`config.mk`:
```
export PLATFORM = sky130hd
export DESIGN_NAME = button_hold_level_classifier_top
export DESIGN_NICKNAME = d
export VERILOG_FILES = /design/src/hdl/bhlc_pkg.sv /design/src/hdl/bhlc_regs.sv /design/src/hdl/bhlc_core.sv /design/src/hdl/bhlc_out.sv /design/src/hdl/button_hold_level_classifier_top.sv
export SDC_FILE = /design/constraint.sdc
export NUM_CORES = 1
export LEC_CHECK = 0
export BUFFER_PORTS_ARGS = -buffer_cell sky130_fd_sc_hd__clkbuf_2
export CAP_MARGIN = 20
export CORE_MARGIN = 3
export CORE_UTILIZATION = 60
export DETAILED_ROUTE_END_ITERATION = 10
export GPL_TIMING_DRIVEN = 1
export PLACE_DENSITY = 0.82
export SLEW_MARGIN = 10
export SYNTH_ARGS = -nofsm -noshare
export SYNTH_HDL_FRONTEND = slang
export SYNTH_HIERARCHICAL = 1
export SYNTH_SLANG_ARGS = --single-unit
```
`constraint.sdc`:
```
create_clock -name clk -period 3.35 [get_ports clk]
set_input_delay 0.335 -clock clk [delete_from_list [all_inputs] [get_ports clk]]
set_output_delay 0.335 -clock clk [all_outputs]
set_load 0.01 [all_outputs]
```
`src/hdl/bhlc_pkg.sv`:
```
// bhlc_pkg: types, codes and lookup functions for the button hold level classifier
// no dependencies; imported by every module of the block

package bhlc_pkg;

	localparam int unsigned LevelW  = 4;
	localparam int unsigned NwkW    = 3;
	localparam int unsigned EventW  = 3;
	localparam int unsigned ReqW    = 2;
	localparam int unsigned HoldW   = 16;
	localparam int unsigned CfgIdxW = 2;

	// request kinds
	localparam logic [ReqW-1:0] REQ_TICK    = 2'd0;
	localparam logic [ReqW-1:0] REQ_PRESS   = 2'd1;
	localparam logic [ReqW-1:0] REQ_RELEASE = 2'd2;

	// configuration register indexes
	localparam logic [CfgIdxW-1:0] CFG_FIRST  = 2'd0;
	localparam logic [CfgIdxW-1:0] CFG_SECOND = 2'd1;
	localparam logic [CfgIdxW-1:0] CFG_THIRD  = 2'd2;
	localparam logic [CfgIdxW-1:0] CFG_FOURTH = 2'd3;

	// threshold reset values
	localparam logic [HoldW-1:0] FIRST_HOLD_RST  = 16'd1800;
	localparam logic [HoldW-1:0] SECOND_HOLD_RST = 16'd1200;
	localparam logic [HoldW-1:0] THIRD_HOLD_RST  = 16'd2000;
	localparam logic [HoldW-1:0] FOURTH_HOLD_RST = 16'd10000;

	// network states
	localparam logic [NwkW-1:0] NWK_IDLE         = 3'd0;
	localparam logic [NwkW-1:0] NWK_SCANNING     = 3'd1;
	localparam logic [NwkW-1:0] NWK_AUTO_JOINING = 3'd2;
	localparam logic [NwkW-1:0] NWK_JOINING      = 3'd3;
	localparam logic [NwkW-1:0] NWK_CONNECTED    = 3'd4;
	localparam logic [NwkW-1:0] NWK_DISCOVERABLE = 3'd5;

	// system events
	localparam logic [EventW-1:0] EVT_NONE        = 3'd0;
	localparam logic [EventW-1:0] EVT_POWER_ON    = 3'd1;
	localparam logic [EventW-1:0] EVT_POWER_OFF   = 3'd2;
	localparam logic [EventW-1:0] EVT_PAIRING     = 3'd3;
	localparam logic [EventW-1:0] EVT_SWITCH_ROLE = 3'd4;

	// levels with a meaning of their own
	localparam logic [LevelW-1:0] LVL_PRESS      = 4'd1;
	localparam logic [LevelW-1:0] LVL_LONG       = 4'd3;
	localparam logic [LevelW-1:0] LVL_VERY_LONG  = 4'd5;
	localparam logic [LevelW-1:0] LVL_VV_LONG    = 4'd7;
	localparam logic [LevelW-1:0] LVL_LAST_TIMED = 4'd9;

	typedef struct packed {
		logic [HoldW-1:0] first_hold_ms;
		logic [HoldW-1:0] second_hold_ms;
		logic [HoldW-1:0] third_hold_ms;
		logic [HoldW-1:0] fourth_hold_ms;
	} hold_cfg_t;

	typedef struct packed {
		logic [EventW-1:0] system_event;
		logic [LevelW-1:0] hold_level;
	} result_t;

	function automatic logic [EventW-1:0] lookup_event(
		input logic [NwkW-1:0]   nwk,
		input logic [LevelW-1:0] lvl
	);
		logic [EventW-1:0] evt;
		evt = EVT_NONE;
		case (lvl)
			LVL_LONG: begin
				if (nwk == NWK_IDLE)
					evt = EVT_POWER_ON;
				else if (nwk <= NWK_DISCOVERABLE)
					evt = EVT_POWER_OFF;
			end
			LVL_VERY_LONG: begin
				if (nwk == NWK_AUTO_JOINING || nwk == NWK_JOINING || nwk == NWK_CONNECTED)
					evt = EVT_PAIRING;
			end
			LVL_VV_LONG: begin
				if (nwk == NWK_IDLE)
					evt = EVT_SWITCH_ROLE;
			end
			default: evt = EVT_NONE;
		endcase
		return evt;
	endfunction

	// threshold loaded after reaching a press level
	function automatic logic [HoldW-1:0] next_threshold(
		input hold_cfg_t         cfg,
		input logic [LevelW-1:0] lvl
	);
		logic [HoldW-1:0] thr;
		case (lvl)
			LVL_PRESS:     thr = cfg.first_hold_ms;
			LVL_LONG:      thr = cfg.second_hold_ms;
			LVL_VERY_LONG: thr = cfg.third_hold_ms;
			default:       thr = cfg.fourth_hold_ms;
		endcase
		return thr;
	endfunction

endpackage

```
`src/hdl/bhlc_regs.sv`:
```
// bhlc_regs: the four hold threshold registers behind the plain write port
// depends on bhlc_pkg

module bhlc_regs
	import bhlc_pkg::*;
(
	input  logic               clk,
	input  logic               arst_n,
	input  logic               cfg_we,
	input  logic [CfgIdxW-1:0] cfg_index,
	input  logic [HoldW-1:0]   cfg_data,
	output hold_cfg_t          cfg
);

	hold_cfg_t cfg_q;

	always_ff @(posedge clk or negedge arst_n) begin
		if (!arst_n) begin
			cfg_q.first_hold_ms  <= FIRST_HOLD_RST;
			cfg_q.second_hold_ms <= SECOND_HOLD_RST;
			cfg_q.third_hold_ms  <= THIRD_HOLD_RST;
			cfg_q.fourth_hold_ms <= FOURTH_HOLD_RST;
		end else if (cfg_we) begin
			case (cfg_index)
				CFG_FIRST:  cfg_q.first_hold_ms  <= cfg_data;
				CFG_SECOND: cfg_q.second_hold_ms <= cfg_data;
				CFG_THIRD:  cfg_q.third_hold_ms  <= cfg_data;
				CFG_FOURTH: cfg_q.fourth_hold_ms <= cfg_data;
				default:    cfg_q <= cfg_q;
			endcase
		end
	end

	assign cfg = cfg_q;

endmodule

```
`src/hdl/bhlc_core.sv`:
```
// bhlc_core: level, hold timer and run flag; updates them per request and forms the report
// depends on bhlc_pkg

module bhlc_core
	import bhlc_pkg::*;
(
	input  logic             clk,
	input  logic             arst_n,
	input  hold_cfg_t        cfg,
	input  logic             req_valid,
	input  logic [ReqW-1:0]  req_type,
	input  logic [NwkW-1:0]  network_state,
	output logic             res_valid,
	output result_t          res
);

	logic [LevelW-1:0] level_q;
	logic [HoldW-1:0]  timer_q;
	logic              running_q;

	logic [LevelW-1:0] level_d;
	logic [HoldW-1:0]  timer_d;
	logic              running_d;
	logic [LevelW-1:0] rep_level;
	logic [LevelW-1:0] up_level;

	always_comb begin
		level_d   = level_q;
		timer_d   = timer_q;
		running_d = running_q;
		res_valid = 1'b0;
		rep_level = level_q;
		up_level  = level_q + LevelW'(2);
		if (req_valid) begin
			case (req_type)
				REQ_PRESS: begin
					level_d   = LVL_PRESS;
					timer_d   = next_threshold(cfg, LVL_PRESS);
					running_d = 1'b1;
					rep_level = LVL_PRESS;
					res_valid = 1'b1;
				end
				REQ_RELEASE: begin
					level_d   = '0;
					timer_d   = '0;
					running_d = 1'b0;
					rep_level = level_q + LevelW'(1);
					res_valid = 1'b1;
				end
				REQ_TICK: begin
					if (running_q) begin
						if (timer_q > HoldW'(1)) begin
							timer_d = timer_q - HoldW'(1);
						end else begin
							// expiry; a zero threshold behaves as one
							level_d   = up_level;
							rep_level = up_level;
							res_valid = 1'b1;
							if (up_level >= LVL_LAST_TIMED) begin
								running_d = 1'b0;
								timer_d   = '0;
							end else begin
								timer_d = next_threshold(cfg, up_level);
							end
						end
					end
				end
				default: res_valid = 1'b0;
			endcase
		end
		res.hold_level   = rep_level;
		res.system_event = lookup_event(network_state, rep_level);
	end

	always_ff @(posedge clk or negedge arst_n) begin
		if (!arst_n) begin
			level_q   <= '0;
			timer_q   <= '0;
			running_q <= 1'b0;
		end else begin
			level_q   <= level_d;
			timer_q   <= timer_d;
			running_q <= running_d;
		end
	end

endmodule

```
`src/hdl/bhlc_out.sv`:
```
// bhlc_out: result register with a skid entry, decouples the report stream from stalls
// depends on bhlc_pkg

module bhlc_out
	import bhlc_pkg::*;
(
	input  logic    clk,
	input  logic    arst_n,
	input  logic    push,
	input  result_t push_data,
	output logic    room,
	output logic    out_valid,
	input  logic    out_ready,
	output result_t out_data
);

	logic    out_valid_q;
	result_t out_data_q;
	logic    skid_valid_q;
	result_t skid_data_q;
	logic    can_load;

	assign can_load = !out_valid_q || out_ready;

	always_ff @(posedge clk or negedge arst_n) begin
		if (!arst_n) begin
			out_valid_q  <= 1'b0;
			skid_valid_q <= 1'b0;
		end else begin
			if (skid_valid_q) begin
				// no push can arrive while the skid entry is full
				if (can_load) begin
					out_valid_q  <= 1'b1;
					skid_valid_q <= 1'b0;
				end
			end else if (push) begin
				if (can_load)
					out_valid_q <= 1'b1;
				else
					skid_valid_q <= 1'b1;
			end else if (out_ready) begin
				out_valid_q <= 1'b0;
			end
		end
	end

	always_ff @(posedge clk) begin
		if (skid_valid_q) begin
			if (can_load)
				out_data_q <= skid_data_q;
		end else if (push) begin
			if (can_load)
				out_data_q <= push_data;
			else
				skid_data_q <= push_data;
		end
	end

	assign room      = !skid_valid_q;
	assign out_valid = out_valid_q;
	assign out_data  = out_data_q;

endmodule

```
`src/hdl/button_hold_level_classifier_top.sv`:
```
// button_hold_level_classifier_top: top level of the button hold level classifier
// depends on bhlc_pkg, bhlc_regs, bhlc_core, bhlc_out

// Usage
//  s_* carries requests: s_tuser is the request kind (tick, press, release),
//  s_tdata the current network state. Ticks are one per millisecond.
//  m_* carries reports: hold level and the system event that goes with it.
//  A press reports level 1, each timer expiry reports the next odd level
//  (3, 5, 7, 9), a release reports level + 1. Ticks that do not expire the
//  timer, ticks while stopped and unknown kinds give no report.
//  Throughput: one request per cycle while s_tready is high; the state
//  update is a single pass between the state registers, the report sits
//  in a result register that drives m_tvalid and m_tdata.
//  A skid entry behind the result register lets s_tready stay high while
//  one report waits; s_tready drops only when both entries are full, i.e.
//  after the receiver has stalled with two reports pending.
//  Reset (arst_n low) clears level, timer and run flag, empties the report
//  buffer and loads the thresholds with 1800, 1200, 2000 and 10000 ms.
//  Thresholds are written through cfg_we/cfg_index/cfg_data while idle.

module button_hold_level_classifier_top
	import bhlc_pkg::*;
(
	input  logic               clk,
	input  logic               arst_n,
	// configuration write port
	input  logic               cfg_we,
	input  logic [CfgIdxW-1:0] cfg_index,
	input  logic [HoldW-1:0]   cfg_data,
	// request stream
	input  logic               s_tvalid,
	output logic               s_tready,
	input  logic [7:0]         s_tdata,   // [2:0] network_state, rest zero
	input  logic [ReqW-1:0]    s_tuser,   // [1:0] req_type
	// report stream
	output logic               m_tvalid,
	input  logic               m_tready,
	output logic [7:0]         m_tdata    // [3:0] hold_level, [6:4] system_event, [7] zero
);

	hold_cfg_t cfg;
	logic      accept;
	logic      room;
	logic      res_valid;
	result_t   res;
	result_t   out_data;

	// a request is taken whenever the report buffer has a free entry
	assign s_tready = room;
	assign accept   = s_tvalid && room;

	bhlc_regs u_regs (
		.clk       (clk),
		.arst_n    (arst_n),
		.cfg_we    (cfg_we),
		.cfg_index (cfg_index),
		.cfg_data  (cfg_data),
		.cfg       (cfg)
	);

	bhlc_core u_core (
		.clk           (clk),
		.arst_n        (arst_n),
		.cfg           (cfg),
		.req_valid     (accept),
		.req_type      (s_tuser),
		.network_state (s_tdata[NwkW-1:0]),
		.res_valid     (res_valid),
		.res           (res)
	);

	bhlc_out u_out (
		.clk       (clk),
		.arst_n    (arst_n),
		.push      (res_valid),
		.push_data (res),
		.room      (room),
		.out_valid (m_tvalid),
		.out_ready (m_tready),
		.out_data  (out_data)
	);

	// pack report fields, lowest first, pad to a byte
	assign m_tdata = {1'b0, out_data.system_event, out_data.hold_level};

endmodule

```
# == Word level (Yosys, flattened, before mapping) ==
# Cells that the tools add are included.
# op_classes
addsub,3
n_mul,0
n_div,0
order_cmp,3
eq_ne,15
shift,0
muxes,34
bitwise_logic,2
n_reduce_logical,21
# op_table
cell,n
16-bit one-hot mux with 3 select lines,2
16-bit two-way mux,3
7-bit two-way mux,4
4-bit one-hot mux with 3 select lines,2
"16-bit by 1-bit greater-than comparator with 1-bit output, second input constant",1
"16-bit by 1-bit subtractor with 16-bit output, second input constant",1
1-bit two-way mux,13
"4-bit by 3-bit equality test with 1-bit output, second input constant",3
4-bit two-way mux,3
2-bit AND reduction,6
3-bit one-hot mux with 3 select lines,1
"4-bit by 2-bit equality test with 1-bit output, second input constant",2
"2-bit equality test, second input constant",3
"3-bit by 2-bit equality test with 1-bit output, second input constant",2
3-bit two-way mux,2
3-bit AND reduction,2
3-bit nonzero test,2
"4-bit by 1-bit adder with 4-bit output, second input constant",1
"4-bit by 2-bit adder with 4-bit output, second input constant",1
"2-bit by 1-bit equality test with 1-bit output, second input constant",2
"4-bit by 1-bit equality test with 1-bit output, second input constant",1
"4-bit greater-or-equal comparator, second input constant",1
2-bit zero test,2
2-bit two-way mux,2
other kinds (12),16
# totals
ff_bits,101
latch_bits,0
ramBits,0
romBits,0
inputBits,33
output_inout_bits,10
word_cells,91
mem_count,0

# == Depth between registers and ports, before layout ==
# logic_depth
ltp_word,10
mapped_depth,11
depth_no_buf,9

# == Modules after synthesis ==
# Netlist, hierarchy kept.
# by_module_without_submodules
mod,n_inst,cells_each,area_each_um2,seq_area_each_um2
bhlc_regs,1,136,2434.8,1625.3
bhlc_core,1,307,2398.6,525.5
bhlc_out,1,31,619.3,470.5
button_hold_level_classifier_top,1,3,17.5,0.0

# == Least setup slack after synthesis ==
# OpenSTA, ideal clock, no wires.
# synth_path
path_kind,input-to-reg
startpoint,input s_tuser[0]
endpoint,register u_out/skid_data_q[0] in the netlist's numbering (enable)
arrival_time_ps,2318
required_ps,2968
path_slack_ps,650
path_stages,8
n_path_buf,3
cell_sequence,inv_1 -> ha_1 -> clkbuf_1 -> clkbuf_1 -> clkbuf_1 -> a41oi_1 -> nor2_1 -> nor3b_1
# synth_via
elab_chain_cells,5
word_cells_on_any_way,7
cone_classes,eq/ne (2); mux (2); reduce/logical (3)
# synth_lines
element,line_no,source
"start, declared",button_hold_level_classifier_top.sv:34,"input logic [ReqW-1:0] s_tuser,"
2-bit by 1-bit equality test with 1-bit output / 2-bit equality test (equally long branches),bhlc_core.sv:35,case (req_type)
2-bit OR reduction (no source line),--,
1-bit one-hot mux with 2 select lines (*),bhlc_core.sv:35,
1-bit two-way mux (*),bhlc_core.sv:34,if (req_valid) begin
via res_valid,button_hold_level_classifier_top.sv:44,logic res_valid;
3-bit AND reduction (no source line) (*),--,
"end signal, assigned",bhlc_out.sv:55,skid_data_q <= push_data;
"end, declared",bhlc_out.sv:20,result_t skid_data_q;
# The timed path passes the listed nets; every way through them passes the cells marked *.
# A chain may end at the register's enable or synchronous reset.

==> results by group <==
Clock tree
  – Max H-tree Level: 3
  – Worst skew pair latency: 360 ps
  – CTS Buffer Depth: 2
  – CTS tree: built
  – Post-CTS setup buffers: 0
  – TritonCTS buffer count: 9
  – Worst-path clk slew: around 90 ps
  – Clock Sink Count: roughly 100
  – Clock root cell: clkbuf_8

Yosys
  – Synth area leaders: dfrtp_1 (31%), mux2_2 (16%), dfstp_2 (9.1%)
  – Main synth FF type: dfrtp_1
  – Yosys top cell by area: dfrtp_1
  – Area share of the largest cell type after synthesis: a little under a third
  – Synthesized area: between 0.005 and 0.006 sq mm
  – Synth Area per Inst: between 10 and 15 sq um
  – Top cells by count, synth: mux2_2 (78), dfrtp_1 (68), nor2_1 (35), a21oi_1 (25), nand2_1 (24)
  – FFs w/ async S/R, synth: 86.1%
  – Synth Net Count: between 500 and 600
  – Seq/Total Area, Yosys: 47.9%
  – YS warnings: 6
  – Mapped Cells: around 480
  – Synth Register Bits: between 100 and 150
  – Post-synth EDFFs: 14
  – Most numerous cell in the Yosys netlist: mux2_2
  – Cell variety after synth: 67

STA
  – Fin. Hold Viols: 0
  – Final worst path period share: between 80% and 90%
  – Unrepaired setup endpoints after global routing: false
  – Clock Skews: roughly 8 ps
  – Slew headroom: 35.4%
  – Fmax: about 330 MHz
  – Period minus WS final: ~3000 ps
  – Pins over their slew limit: 0
  – Slew @ Worst Pin: a little under 1000 ps
  – Fin Setup TNS: 0 ps
  – Final Hold Slack: roughly 240 ps
  – Setup violators final: 0

GRT
  – Total GRT Usage: between 20% and 30%
  – GRT Residual Overflow: 0
  – Largest net degree at the start of global routing: 88
  – Number of antenna violations at the first check in global routing: 0
  – First-pass GRT wire length: slightly above 20000 um
  – Vias in the first global route: approximately 4100

Setup path
  – Reg2reg setup slack: about 340 ps
  – Startpoint Class: register
  – Max Fanout on Critical Path: 9
  – CP delay by family, top: simple AND/OR/NAND/NOR gates
  – Setup CP Type: reg2reg
  – CP bufs+invs: 0
  – Reg-to-Reg End: u_out/out_data[4]$_DFFE_PP_
  – Reg2Reg Launch Point: u_core/timer_q[10]$_DFFE_PN0P_
  – CP endpoint kind: register
  – CP max stage delay: approximately 540 ps
  – CP arrival: approximately 3200 ps
  – Reg2Reg Depth: 7
  – Worst path required time: roughly 3600 ps
  – CP max-delay cell: or3_1
  – Crit-path cells: or3_4 -> or3_1 -> o211ai_2 -> o2111ai_2 -> or4b_1 -> a31oi_1 -> mux2_4

Hold path
  – Worst min-delay path category: in2reg
  – HP Start: cfg_data[1]
  – Hold Path Sink: u_regs/cfg[1]$_DFFE_PN0P_
  – Min-Delay Path Depth: 2

Floorplanning
  – I/O pin total: 43
  – Num rows: 34
  – Initial Util: between 60% and 70%
  – Die ar.: 0.0103 sq mm
  – Chip height: around 100 um
  – Die width: around 100 um
  – CORE AREA: 0.00881 sq mm

Route
  – DRT iter0 DRCs: between 400 and 500
  – Via count: 4027
  – Routed len/inst: around 20 um
  – Routed wire length: between 10000 and 15000 um
  – Routed Antenna Nets: 0
  – Drt pass-1 iters: 5
  – Vias/cell: 6.42
  – Drt drc: 0

Layout
  – Nets: around 560
  – Layout cells sized above 1: 36.2%
  – Antenna diodes: 0
  – Layout area overhead: 9.56%

Power
  – Power Density: around 540 mW/mm^2
  – Gate power share: about a quarter
  – Pint: 0.00227 W
  – Net Sw Frac: about 30%
  – Leakage power: approximately 2.5 nW
  – Net Switching: roughly 0.00099 W
  – Clock power frac: a little under a quarter
  – Register share of total power: just over 50%
  – Largest vdd supply drop: around 0.38 mV

Placed design
  – Port bufs: 36
  – RePlAce Congestion: around 0.89
  – DP HPWL: around 8400 um

Status
  – Status: finished clean

Job
  – Maxcap violations: 0
==> repair_timing <==
item / 4_1_cts / 5_1_grt
resized for setup: 0 / 0
hold buffers: 0 / 1
hold endpoints to repair: 0 / 17
==> cell usage in the layout, fill, tap and decap left out, types with 3 or more instances in the layout <==
master,synthesis,layout
mux2_2,78,78
dfrtp_1,68,68
clkbuf_2,0,35
nor2_1,35,35
nand2_1,24,24
a21oi_1,25,24
dfstp_2,19,19
buf_4,2,17
edfxtp_1,14,14
and3_1,12,12
inv_1,11,11
a31oi_1,11,11
clkbuf_8,1,10
ha_1,10,10
nor3_1,9,9
o21ai_1,9,9
a221oi_1,9,9
a211oi_1,8,8
o22ai_1,7,7
nor2b_1,6,6
nand3_1,6,6
xor2_1,6,6
xnor2_1,6,6
o31ai_1,6,6
mux2_4,6,6
a22oi_1,5,5
clkinv_2,0,4
nand2b_1,3,3
or4_1,3,3
a32oi_1,3,3
nor3b_1,3,3
==> logic make-up after synthesis <==
kind of cell | after synthesis | synth area share (%)
adders and majority gates | 10 | 2.29
and+or+nand+nor | 127 | 13.5
xor gates and xnor gates | 12 | 1.92
AOI/OAI and AO/OA | 103 | 13.1
muxes | 84 | 17.7
other | 1 | 0.0686
DFF | 101 | 47.9
buffers and inverters | 39 | 3.45
==> power groups by stage <==
stage / clock, W / sequential [W] / combinational (W)
6_report: 0.000757 / 0.00166 / 0.000837
5_1_grt: 0.000827 / 0.00169 / 0.000921
4_1_cts: 0.000773 / 0.00166 / 0.000822
3_5_place_dp: 0 / 0.00168 / 0.000813
3_3_place_gp: 0 / 0.00167 / 0.000777
2_1_floorplan: 0 / 0.00163 / 0.000619
==> flip-flops by register name (all words and copies together), names as in the netlist <==
| register | flops |
|---|---|
| u_core/timer_q | 16 |
| u_core/level_q | 4 |
| u_out/out_data | 7 |
| u_out/out_valid | 1 |
| u_out/skid_data_q | 7 |
| u_regs/cfg | 64 |
| u_out/skid_valid_q | 1 |
| u_core/running_q | 1 |
==> worst max path at each step <==
stage	endpoint	from	slack, ps	depth (start not counted)
CTS	u_out/out_data[4]$_DFFE_PP_	u_core/timer_q[10]$_DFFE_PN0P_	350	7
detailed placement	u_out/out_data[4]$_DFFE_PP_	u_core/timer_q[0]$_DFFE_PN0P_	380	8
floorplan	u_out/skid_data_q[0]$_DFFE_PP_	s_tuser[0]	650	8
global route	u_out/out_data[4]$_DFFE_PP_	u_core/timer_q[0]$_DFFE_PN0P_	170	8
global placement	u_out/out_data[5]$_DFFE_PP_	u_core/timer_q[10]$_DFFE_PN0P_	500	7
finish	u_out/out_data[4]$_DFFE_PP_	u_core/timer_q[10]$_DFFE_PN0P_	340	7
==> per-stage QoR <==
stage	utilization, %	total power (W)	std cells	setup slack [ps]	cell area, sq um
6_report	68.1	0.00326	627	342	5990
5_1_grt	68.1	0.00344	627	171	5990
4_1_cts	67.6	0.00326	625	355	5960
3_5_place_dp	65.5	0.00250	609	382	5760
3_3_place_gp	65.5	0.00244	609	502	5760
2_1_floorplan	-	0.00224	477	650	5470
==> routing by layer <==
metal	vias up	share of wire [%]	track usage, %
met5	-	0	0
met4	0	1.8	8.49
met3	22	4.9	4.75
met2	143	51	42.3
met1	2008	42	32.7
li1	1854	-	-
==> layout make-up <==
cell class / instances / area (sq um)
clock buffers: 11 / 141
clock inverters: 5 / 50.0
fillers: 646 / 2810
inverters: 11 / 41.3
multi-input cells: 337 / 2660
flip-flops and latches: 101 / 2620
well taps: 108 / 135
repair buffers: 54 / 340
Power figures use the tool's default switching activity.
